### config.mk
export PLATFORM = sky130hd
export DESIGN_NAME = image_acquire_queue_core
export DESIGN_NICKNAME = d
export VERILOG_FILES = /design/src/design/iaq_pkg.sv /design/src/design/iaq_ram.sv /design/src/design/image_acquire_queue_core.sv
export SDC_FILE = /design/constraint.sdc
export NUM_CORES = 1
export LEC_CHECK = 0
export ABC_AREA = 1
export BUFFER_PORTS_ARGS = -buffer_cell sky130_fd_sc_hd__buf_2
export CELL_PAD_IN_SITES_DETAIL_PLACEMENT = 0
export CELL_PAD_IN_SITES_GLOBAL_PLACEMENT = 1
export CORE_MARGIN = 10
export CORE_UTILIZATION = 49
export CTS_CLUSTER_DIAMETER = 80
export DETAILED_ROUTE_END_ITERATION = 7
export PLACE_DENSITY_LB_ADDON = 0.1
export RECOVER_POWER = 25
export REMOVE_ABC_BUFFERS = 1
export SLEW_MARGIN = 20
export SYNTH_ARGS = -nofsm -noshare
export SYNTH_HDL_FRONTEND = slang
export SYNTH_SLANG_ARGS = --single-unit
### constraint.sdc
create_clock -name aclk -period 3.85 [get_ports aclk]
set_input_delay 0.1925 -clock aclk [delete_from_list [all_inputs] [get_ports aclk]]
set_output_delay 0.1925 -clock aclk [all_outputs]
set_load 0.02 [all_outputs]
### src/design/iaq_pkg.sv
// Package for the image acquire queue: sizes, operation and status codes.
// No dependencies; imported by every module of the block except iaq_ram.

package iaq_pkg;

    // Ring size and stored handle width.
    localparam int QUEUE_DEPTH  = 16;
    localparam int HANDLE_WIDTH = 16;

    // Derived index and count widths; a pointer plus a count stays below twice the depth.
    localparam int PTR_W = (QUEUE_DEPTH > 1) ? $clog2(QUEUE_DEPTH) : 1;
    localparam int CNT_W = $clog2(QUEUE_DEPTH + 1);
    localparam int SUM_W = CNT_W + 1;

    // Field widths of the transfers.
    localparam int OP_W         = 3;
    localparam int ST_W         = 2;
    localparam int IO_HANDLE_W  = 16;
    localparam int LIMIT_W      = 8;
    localparam int IN_TDATA_W   = ((OP_W + IO_HANDLE_W + 7) / 8) * 8;
    localparam int OUT_TDATA_W  = ((ST_W + IO_HANDLE_W + 7) / 8) * 8;
    localparam int OUT_PAD_W    = OUT_TDATA_W - ST_W - IO_HANDLE_W;

    // Operation codes carried in the input transfer.
    typedef enum logic [OP_W-1:0] {
        OP_ENQUEUE     = 3'd0,
        OP_ACQ_OLDEST  = 3'd1,
        OP_ACQ_LATEST  = 3'd2,
        OP_RELEASE     = 3'd3,
        OP_CLOSE       = 3'd4
    } op_t;

    // Result status codes.
    typedef enum logic [ST_W-1:0] {
        ST_OK       = 2'd0,
        ST_NO_FRAME = 2'd1,
        ST_LIMIT    = 2'd2,
        ST_REJECTED = 2'd3
    } status_t;

    // Decision made at acceptance, carried alongside the ring read.
    typedef struct packed {
        status_t status;
        logic    take;
    } decision_t;

endpackage

### src/design/iaq_ram.sv
// Simple dual-port RAM holding the pending frame handles.
// One write and one registered read per cycle; no package dependency.

module iaq_ram #(
    parameter int DEPTH = 16,
    parameter int WIDTH = 16
) (
    input  logic                                  aclk,
    input  logic                                  wr_en,
    input  logic [(DEPTH > 1 ? $clog2(DEPTH) : 1)-1:0] wr_addr,
    input  logic [WIDTH-1:0]                      wr_data,
    input  logic                                  rd_en,
    input  logic [(DEPTH > 1 ? $clog2(DEPTH) : 1)-1:0] rd_addr,
    output logic [WIDTH-1:0]                      rd_data
);

    logic [WIDTH-1:0] mem [DEPTH];

    // Write port.
    always_ff @(posedge aclk) begin
        if (wr_en) begin
            mem[wr_addr] <= wr_data;
        end
    end

    // Registered read port; the data holds while no read is enabled.
    always_ff @(posedge aclk) begin
        if (rd_en) begin
            rd_data <= mem[rd_addr];
        end
    end

endmodule

### src/design/image_acquire_queue_core.sv
// Image acquire queue: frame-handle FIFO with an acquisition budget.
// Depends on iaq_pkg and iaq_ram.
//
// Usage:
// - The s_ channel carries one operation per transfer (enqueue, acquire
//   oldest, acquire latest, release, close) with a frame handle.
// - Every accepted transfer produces exactly one result transfer on the m_
//   channel, in order, holding a status and the acquired handle.
// - cfg_we writes the frame limit (a value of zero acts as one); write it only
//   while the block is idle.
// - All decisions and queue updates are made in the cycle of acceptance, so
//   one operation is taken every cycle while the result stream is not stalled.
// - On its way to m_tvalid a result passes the registered read of the handle
//   ring, taken with the decision stage, and then the output register.
// - When the receiver stalls, the output register holds its transfer and the
//   decision stage behind it fills; s_tready then drops until m_tready rises.
// - Reset empties the queue, clears the acquired count, reopens the queue and
//   sets the frame limit to one. The ring contents are not cleared.

module image_acquire_queue_core
    import iaq_pkg::*;
(
    input  logic                   aclk,
    input  logic                   aresetn,
    // Configuration: frame limit.
    input  logic                   cfg_we,
    input  logic [LIMIT_W-1:0]     cfg_wdata,
    // Operation stream. tdata fields from bit 0: op[2:0], frame_handle[18:3], zero pad.
    input  logic                   s_tvalid,
    output logic                   s_tready,
    input  logic [IN_TDATA_W-1:0]  s_tdata,
    // Result stream. tdata fields from bit 0: status[1:0], acquired_handle[17:2], zero pad.
    output logic                   m_tvalid,
    input  logic                   m_tready,
    output logic [OUT_TDATA_W-1:0] m_tdata
);

    // Queue state.
    logic [PTR_W-1:0]   head_reg, head_next;
    logic [CNT_W-1:0]   count_reg, count_next;
    logic [LIMIT_W-1:0] acq_reg, acq_next;
    logic               closed_reg, closed_next;
    logic [LIMIT_W-1:0] max_reg;

    // Decision stage and output register.
    logic               p1_valid_reg;
    decision_t          p1_reg, dec_next;
    logic               m_valid_reg;
    status_t            m_status_reg;
    logic [IO_HANDLE_W-1:0] m_handle_reg;

    logic               accept;
    logic               out_ready;
    op_t                op;
    logic [IO_HANDLE_W-1:0] in_handle;
    logic [LIMIT_W-1:0] lim;
    logic [LIMIT_W-1:0] free_slots;
    logic [SUM_W-1:0]   wr_sum, tail_sum;
    logic [PTR_W-1:0]   wr_idx, tail_idx, head_inc;
    logic               ram_we;
    logic [PTR_W-1:0]   rd_addr;
    logic [HANDLE_WIDTH-1:0] rd_data;

    // Handshake: the output register frees when empty or taken; the
    // decision stage frees when empty or moving on.
    assign out_ready = !m_valid_reg || m_tready;
    assign s_tready  = !p1_valid_reg || out_ready;
    assign accept    = s_tvalid && s_tready;

    assign op        = op_t'(s_tdata[OP_W-1:0]);
    assign in_handle = s_tdata[OP_W +: IO_HANDLE_W];

    // Budget and free slots; free slots is only used while acq_reg < lim.
    assign lim        = (max_reg == '0) ? LIMIT_W'(1) : max_reg;
    assign free_slots = lim - acq_reg;

    // Ring indices with wrap at the queue depth.
    assign wr_sum   = SUM_W'(head_reg) + SUM_W'(count_reg);
    assign tail_sum = wr_sum - SUM_W'(1);
    assign wr_idx   = (wr_sum >= SUM_W'(QUEUE_DEPTH))
                      ? PTR_W'(wr_sum - SUM_W'(QUEUE_DEPTH)) : PTR_W'(wr_sum);
    assign tail_idx = (tail_sum >= SUM_W'(QUEUE_DEPTH))
                      ? PTR_W'(tail_sum - SUM_W'(QUEUE_DEPTH)) : PTR_W'(tail_sum);
    assign head_inc = (head_reg == PTR_W'(QUEUE_DEPTH - 1)) ? '0 : head_reg + PTR_W'(1);

    // Operation decode and next queue state.
    always_comb begin
        head_next   = head_reg;
        count_next  = count_reg;
        acq_next    = acq_reg;
        closed_next = closed_reg;
        dec_next    = '{status: ST_REJECTED, take: 1'b0};
        ram_we      = 1'b0;
        rd_addr     = head_reg;
        unique case (op)
            OP_ENQUEUE: begin
                if (!closed_reg && count_reg != CNT_W'(QUEUE_DEPTH)) begin
                    ram_we          = 1'b1;
                    count_next      = count_reg + CNT_W'(1);
                    dec_next.status = ST_OK;
                end
            end
            OP_ACQ_OLDEST, OP_ACQ_LATEST: begin
                if (closed_reg) begin
                    dec_next.status = ST_NO_FRAME;
                end else if (acq_reg >= lim) begin
                    dec_next.status = ST_LIMIT;
                end else if (count_reg == '0) begin
                    dec_next.status = ST_NO_FRAME;
                end else begin
                    dec_next.status = ST_OK;
                    dec_next.take   = 1'b1;
                    acq_next        = acq_reg + LIMIT_W'(1);
                    if (op == OP_ACQ_LATEST && free_slots >= LIMIT_W'(2)) begin
                        // Take the newest and drop everything older.
                        rd_addr    = tail_idx;
                        head_next  = '0;
                        count_next = '0;
                    end else begin
                        rd_addr    = head_reg;
                        head_next  = head_inc;
                        count_next = count_reg - CNT_W'(1);
                    end
                end
            end
            OP_RELEASE: begin
                if (acq_reg != '0) begin
                    acq_next        = acq_reg - LIMIT_W'(1);
                    dec_next.status = ST_OK;
                end
            end
            OP_CLOSE: begin
                closed_next     = 1'b1;
                head_next       = '0;
                count_next      = '0;
                dec_next.status = ST_OK;
            end
            default: begin
                dec_next.status = ST_REJECTED;
            end
        endcase
    end

    // Handle ring.
    iaq_ram #(
        .DEPTH (QUEUE_DEPTH),
        .WIDTH (HANDLE_WIDTH)
    ) u_ring (
        .aclk    (aclk),
        .wr_en   (accept && ram_we),
        .wr_addr (wr_idx),
        .wr_data (HANDLE_WIDTH'(in_handle)),
        .rd_en   (accept && dec_next.take),
        .rd_addr (rd_addr),
        .rd_data (rd_data)
    );

    // Queue state and configuration register.
    always_ff @(posedge aclk) begin
        if (!aresetn) begin
            head_reg   <= '0;
            count_reg  <= '0;
            acq_reg    <= '0;
            closed_reg <= 1'b0;
            max_reg    <= LIMIT_W'(1);
        end else begin
            if (accept) begin
                head_reg   <= head_next;
                count_reg  <= count_next;
                acq_reg    <= acq_next;
                closed_reg <= closed_next;
            end
            if (cfg_we) begin
                max_reg <= cfg_wdata;
            end
        end
    end

    // Decision stage; its payload moves only on acceptance.
    always_ff @(posedge aclk) begin
        if (!aresetn) begin
            p1_valid_reg <= 1'b0;
        end else if (accept) begin
            p1_valid_reg <= 1'b1;
        end else if (out_ready) begin
            p1_valid_reg <= 1'b0;
        end
    end

    always_ff @(posedge aclk) begin
        if (accept) begin
            p1_reg <= dec_next;
        end
    end

    // Output register.
    always_ff @(posedge aclk) begin
        if (!aresetn) begin
            m_valid_reg <= 1'b0;
        end else if (out_ready) begin
            m_valid_reg <= p1_valid_reg;
        end
    end

    always_ff @(posedge aclk) begin
        if (out_ready && p1_valid_reg) begin
            m_status_reg <= p1_reg.status;
            m_handle_reg <= p1_reg.take ? IO_HANDLE_W'(rd_data) : '0;
        end
    end

    assign m_tvalid = m_valid_reg;
    assign m_tdata  = {{OUT_PAD_W{1'b0}}, m_handle_reg, m_status_reg};

endmodule

# After elaboration in Yosys (flattened, before gate mapping)
# Memory sizes are Yosys's and may differ from the RTL's. A register that Yosys moved wholly into a read port is not among the register bits.
# Cells that the tools add are included.
# classes
multipliers,0
bitwise,0
n_addsub,10
order_cmp,4
div_mod_pow,0
n_reduce_logical,24
mux,41
n_shift,0
n_eq_ne,11
# op_table
operator,n
2-to-1 mux 4 bit,12
2-to-1 mux 8 bit,5
2-to-1 mux 5 bit,5
case mux 8 bit (2 select lines),1
case mux 5 bit (3 select lines),1
">= comparator 6 x 5 -> 1 bit, second input constant",2
AND reduction 6 bit,2
2-to-1 mux 1 bit,11
"inequality test 2 bit, second input constant",5
"adder 8 x 1 -> 8 bit, second input constant",1
">= comparator 8 x 2 -> 1 bit, second input constant",1
>= comparator 8 bit,1
logical NOT 8 bit,1
2-to-1 mux 2 bit,4
case mux 2 bit (4 select lines),1
case mux 4 bit (2 select lines),1
nonzero test 8 bit,1
"subtractor 4 x 1 -> 4 bit, second input constant",2
"subtractor 8 x 1 -> 8 bit, second input constant",1
subtractor 8 bit,1
adder 4 x 5 -> 6 bit,1
"equality test 3 x 2 -> 1 bit, second input constant",2
logical AND 1 bit,6
nonzero test 2 bit,3
other kinds (16),19
# totals
out_inout_bits,26
rom_bits,0
latchBits,0
wordCells,102
memories,1
ramBits,256
register_bits,49
# memory_table
name,words,word_bits,read_ports,rd_clocked_by_memory_dff,write_ports,line,text
u_ring.mem,16,16,1,1,1,iaq_ram.sv:17,logic [WIDTH-1:0] mem [DEPTH];

# Logic depth before layout (Yosys ltp)
# depth
depth_word,10
depth_mapped,24
mapped_depth_nobuf,22

# By module
# A second synthesis with hierarchy kept.
# unflattened
hier_cells,1500
area_unflattened_um2,14816.7
# modules_own_cells
module,area_per_inst_um2,cells_per_inst,n_inst
iaq_ram,11546.1,1075,1
image_acquire_queue_core,3270.6,425,1

# Least setup slack after synthesis
# No wires, ideal clock.
# synth_path
path_type,register to register
startpoint,register max_reg[1]
endpoint,"register u_ring.rd_data[0], read port of u_ring.mem, enable pin"
path_slack_ns,0.552
setup_time_ns,0.409
t_arrival_ns,2.889
path_stages_with_launch,14
period_less_slack_ns,3.298
path_buffers,0
path_cell_list,dfxtp_1 nor4_1 a21oi_1 ha_1 inv_1 fa_1 nand3_1 nand2_1 nand2_1 o211ai_1 nand2_1 nor2_2 inv_2 nor3_1
# synth_via
elab_cells_between_ends,15
classes_between,add/sub: 1; order compare: 2; mux: 9; reduce/logical: 3
# synth_lines
element,line,text
"start, declared",image_acquire_queue_core.sv:43,logic [LIMIT_W-1:0] max_reg;
"start signal, assigned",image_acquire_queue_core.sv:174,max_reg <= cfg_wdata;
logical NOT 8 bit,image_acquire_queue_core.sv:74,assign lim = (max_reg == '0) ? LIMIT_W'(1) : max_reg;
2-to-1 mux 8 bit (*),image_acquire_queue_core.sv:74,
>= comparator 8 bit (*),image_acquire_queue_core.sv:106,end else if (acq_reg >= lim) begin
2-to-1 mux 1 bit (*),image_acquire_queue_core.sv:106,
2-to-1 mux 1 bit (*),image_acquire_queue_core.sv:104,if (closed_reg) begin
2-to-1 mux 1 bit (*),image_acquire_queue_core.sv:95,unique case (op)
logical AND 1 bit (*),image_acquire_queue_core.sv:153,".rd_en (accept && dec_next.take),"
named net u_ring.rd_en,iaq_ram.sv:12,"input logic rd_en,"
"end, declared",iaq_ram.sv:14,output logic [WIDTH-1:0] rd_data
# The timed path passes the listed nets; every way through them passes the cells marked *.
# A chain may end at the register's enable or synchronous reset.

# Worst setup path after layout
# layout_path
startpoint,register max_reg[1]
endpoint,"register u_ring.rd_data[4], read port of u_ring.mem (data pin)"
# layout_via
elab_chain_len,10
elab_cells_between_ends,15
classes_between,add/sub: 1; order compare: 2; mux: 9; reduce/logical: 3
# layout_lines
element,line,text
logical NOT 8 bit,image_acquire_queue_core.sv:74,
2-to-1 mux 8 bit (*),image_acquire_queue_core.sv:74,
subtractor 8 bit,image_acquire_queue_core.sv:75,assign free_slots = lim - acq_reg;
>= comparator 8 x 2 -> 1 bit,image_acquire_queue_core.sv:114,if (op == OP_ACQ_LATEST && free_slots >= LIMIT_W'(2)) begin
logical AND 1 bit,image_acquire_queue_core.sv:114,
2-to-1 mux 4 bit,image_acquire_queue_core.sv:114,
2-to-1 mux 4 bit,image_acquire_queue_core.sv:108,end else if (count_reg == '0) begin
2-to-1 mux 4 bit,image_acquire_queue_core.sv:106,
2-to-1 mux 4 bit,image_acquire_queue_core.sv:104,
2-to-1 mux 4 bit,image_acquire_queue_core.sv:95,
# Every way passes the cells marked *; elsewhere a longest branch is shown, timed or not.

==> reports/metrics.cfg <==
[run_status]
outcome=finished, final reports clean

[synthesis]
synth_top_area_share_pct=58.74
synth_area_per_cell_um2=9.783
synth_warnings=0
synth_area_um2=14980
yosysSeqAreaShare_pct=62.48
synth-seq-cells=321
netlist_top_cells_area=edfxtp_1 (59%), nand3_1 (11%), inv_1 (8.2%)
async_flop_share_pct=0
yosys_most_used_dff=edfxtp_1
yosysMostFrequentCell=nand3_1
synth_cell_type_count=38
synth.top_cells.by_count=nand3_1 (331), inv_1 (329), edfxtp_1 (293)
synth_edf_count=293
synth_area_leader_cell=edfxtp_1
syn_inst=1531

[detailed_routing]
dr.pass1.iters=5
wl_met2_um=17120
vias_per_cell=5.039
via_count=10220
routed_wl_um=35840
highest_layer=met4
route.detailed.drc=0
dr_wl_met3_um=1997
wl_per_cell_um=17.66
drtAntennaViolNets=0
m1WireLength_um=15950
drtIter0Drc=837

[critical_path]
cp_top_family=simple AND/OR/NAND/NOR gates
cp_common_cell=nand2_1
max_stage_delay_ps=350
cp.required_ps=4120
cp-end-kind=flip-flop
worst_ep_arrival_time_ps=3750
crit_path_max_fanout=23
cp_slowest_cell=dfxtp_1
crit_buf_inv=3
path_class=flip-flop to flip-flop
crit_chain=nor4_1 > a21oi_1 > ha_1 > inv_1 > fa_1 > nand3_1 > nand2_1 > nand2_1 > o211ai_1 > nand2_1 > nor2_2 > inv_2 > nor2_8 > nand2_2 > nand2_8 > buf_12 > nand2_1 > nand3_1 > nand3_1 > nand3_1 > nand2_1
startpoint_type=flip-flop

[power]
power_density_nw_per_um2=458.8
leakagePower_nw=7.568
ir_worst_vdd_mv=0.3475

[floorplan]
rows=63
core-area_um2=29870
die_width_um=194.8
die_y_um=194.8
start_util_pct=50.14
floorplan.die_area_um2=37960
ios=63

[cts]
clkSinkCount=321
htreeDepth=2
cts_buffers=36
clk_pin_slew_ps=60
clockRootBuffer=clkbuf_16
cts_buffer_depth=3
tritoncts=done
clk_latency_ps=520

[timing]
fin_crit_ps=3484
post-route-period-util_pct=90.50
hold_viol_final=0
tightest_slew_ps=992.3
setup_violations=0
max_freq_ghz=0.2870
setup_ws_ps=365.6
slew_headroom_pct=33.70
rsz0062_at_grt=false
drv_slew=0
finClkSkew_ps=10.20
hold_ws_ps=36.58

[global_route]
grt-ovfl-total=0
grt_pass1_wl_um=55750
grt_max_degree=48
grt.total_usage_pct=18.56
grt_pass1_vias=9919
antenna_found_initial=0

[place]
port_buffers=51
hpwlAfterDp_um=21920
place_ws_ps=225.3
dp_cells=1953
globalplace.congestion=0.8072

[finish]
multiInputGateArea_um2=4113
largest_reg_flops=256
diodes=0
final_core_util_pct=57.45
instances_no_fill=2029
area_growth_syn_to_layout_pct=14.59
regArea_um2=9359
fillers=2585
drive_above_1_share_pct=10.68
layout.nets=1681

[run]
drv_cap=0

[min_path]
min_path_type=input port to flip-flop

## worst paths after layout
path | from | end | slack, ps | cells past startpoint
setup / recovery | max_reg[1]$_SDFFE_PN0P_ | u_ring.rd_data[4]$_DFFE_PP_ | 370 | 21
hold / removal | cfg_we | max_reg[7]$_SDFFE_PN0P_ | 40 | 3
setup reg to reg | max_reg[1]$_SDFFE_PN0P_ | u_ring.rd_data[4]$_DFFE_PP_ | 370 | 21
hold reg to reg | acq_reg[7]$_SDFFE_PN0P_ | acq_reg[7]$_SDFFE_PN0P_ | 470 | 1
## where the power goes
group	switching, mW	internal, mW	total, mW
logic	0.486	0.244	0.730
registers	0.0351	3.86	3.89
clock network	1.32	1.94	3.25
total	1.84	6.04	7.88
## timing repair
| item | in CTS | in global routing |
|---|---|---|
| endpoints found under the hold margin | 9 | 0 |
| endpoints found under the setup margin | 0 | 16 |
| gates resized for setup | 0 | 3 |
| hold buffers | 10 | 0 |
| buffers inserted | 0 | 4 |
## worst register-to-register path, stage by stage (launching register included)
cell	delay [ps]
dfxtp_1	350
nor4_1	290
a21oi_1	150
ha_1	200
inv_1	60
fa_1	240
nand3_1	110
nand2_1	100
nand2_1	60
o211ai_1	100
nand2_1	110
nor2_2	170
inv_2	100
nor2_8	210
nand2_2	140
nand2_8	210
buf_12	220
nand2_1	80
nand3_1	90
nand3_1	90
nand3_1	110
nand2_1	70
## layout make-up
class	count	area share [%]
Tap cell	390	2.843
Inverter	335	7.326
Multi-Input combinational cell	813	23.96
Clock buffer	46	5.715
Timing Repair Buffer	108	4.797
Sequential cell	321	54.53
Clock inverter	16	0.8310
## routing by layer
| metal | global-route usage, % | vias to the layer above |
|---|---|---|
| li1 | - | 5134 |
| met1 | 24.23 | 4780 |
| met2 | 31.08 | 264 |
| met3 | 3.184 | 46 |
| met4 | 5.297 | 0 |
| met5 | 0 | - |
## per-stage QoR
step | power [mW] | setup TNS (ps) | area, um2
after floorplan | 4.420 | -6783 | 14630
after global placement | 4.680 | 0 | 15910
after detailed placement | 4.690 | 0 | 15910
after CTS | 7.942 | 0 | 17130
after global routing | 8.196 | 0 | 17160
final | 7.875 | 0 | 17160
## cell families after synthesis
family / count (synthesis) / synth area share (%)
AND/OR/NAND/NOR: 698 / 20.83
adder cells (fa/ha/maj): 29 / 2.573
flip-flops: 321 / 62.48
AO/OA/AOI/OAI: 64 / 2.306
other: 1 / 0.02504
buffers and inverters: 402 / 10.85
XOR/XNOR: 16 / 0.9356
## cells in the final DEF (no fill, tap or decap), types with 3 or more instances in the layout
cell type and count:
clkbuf_1 19, clkinv_2 3, inv_1 329, nor2_1 43, fa_1 3, nand2_2 5
clkinv_1 7, buf_12 10, xor2_1 11, dfxtp_1 28, nand4_1 4, edfxtp_1 293
xnor2_1 5, a21oi_1 31, inv_2 5, clkbuf_16 38, buf_4 36, o21ai_4 3
conb_1 6, dlygate4sd3_1 10, ha_1 26, o21ai_0 23, nand2_1 283, buf_2 40
nand3_1 331, nor2_2 17
No activity file was read; power rests on OpenSTA's default activity.
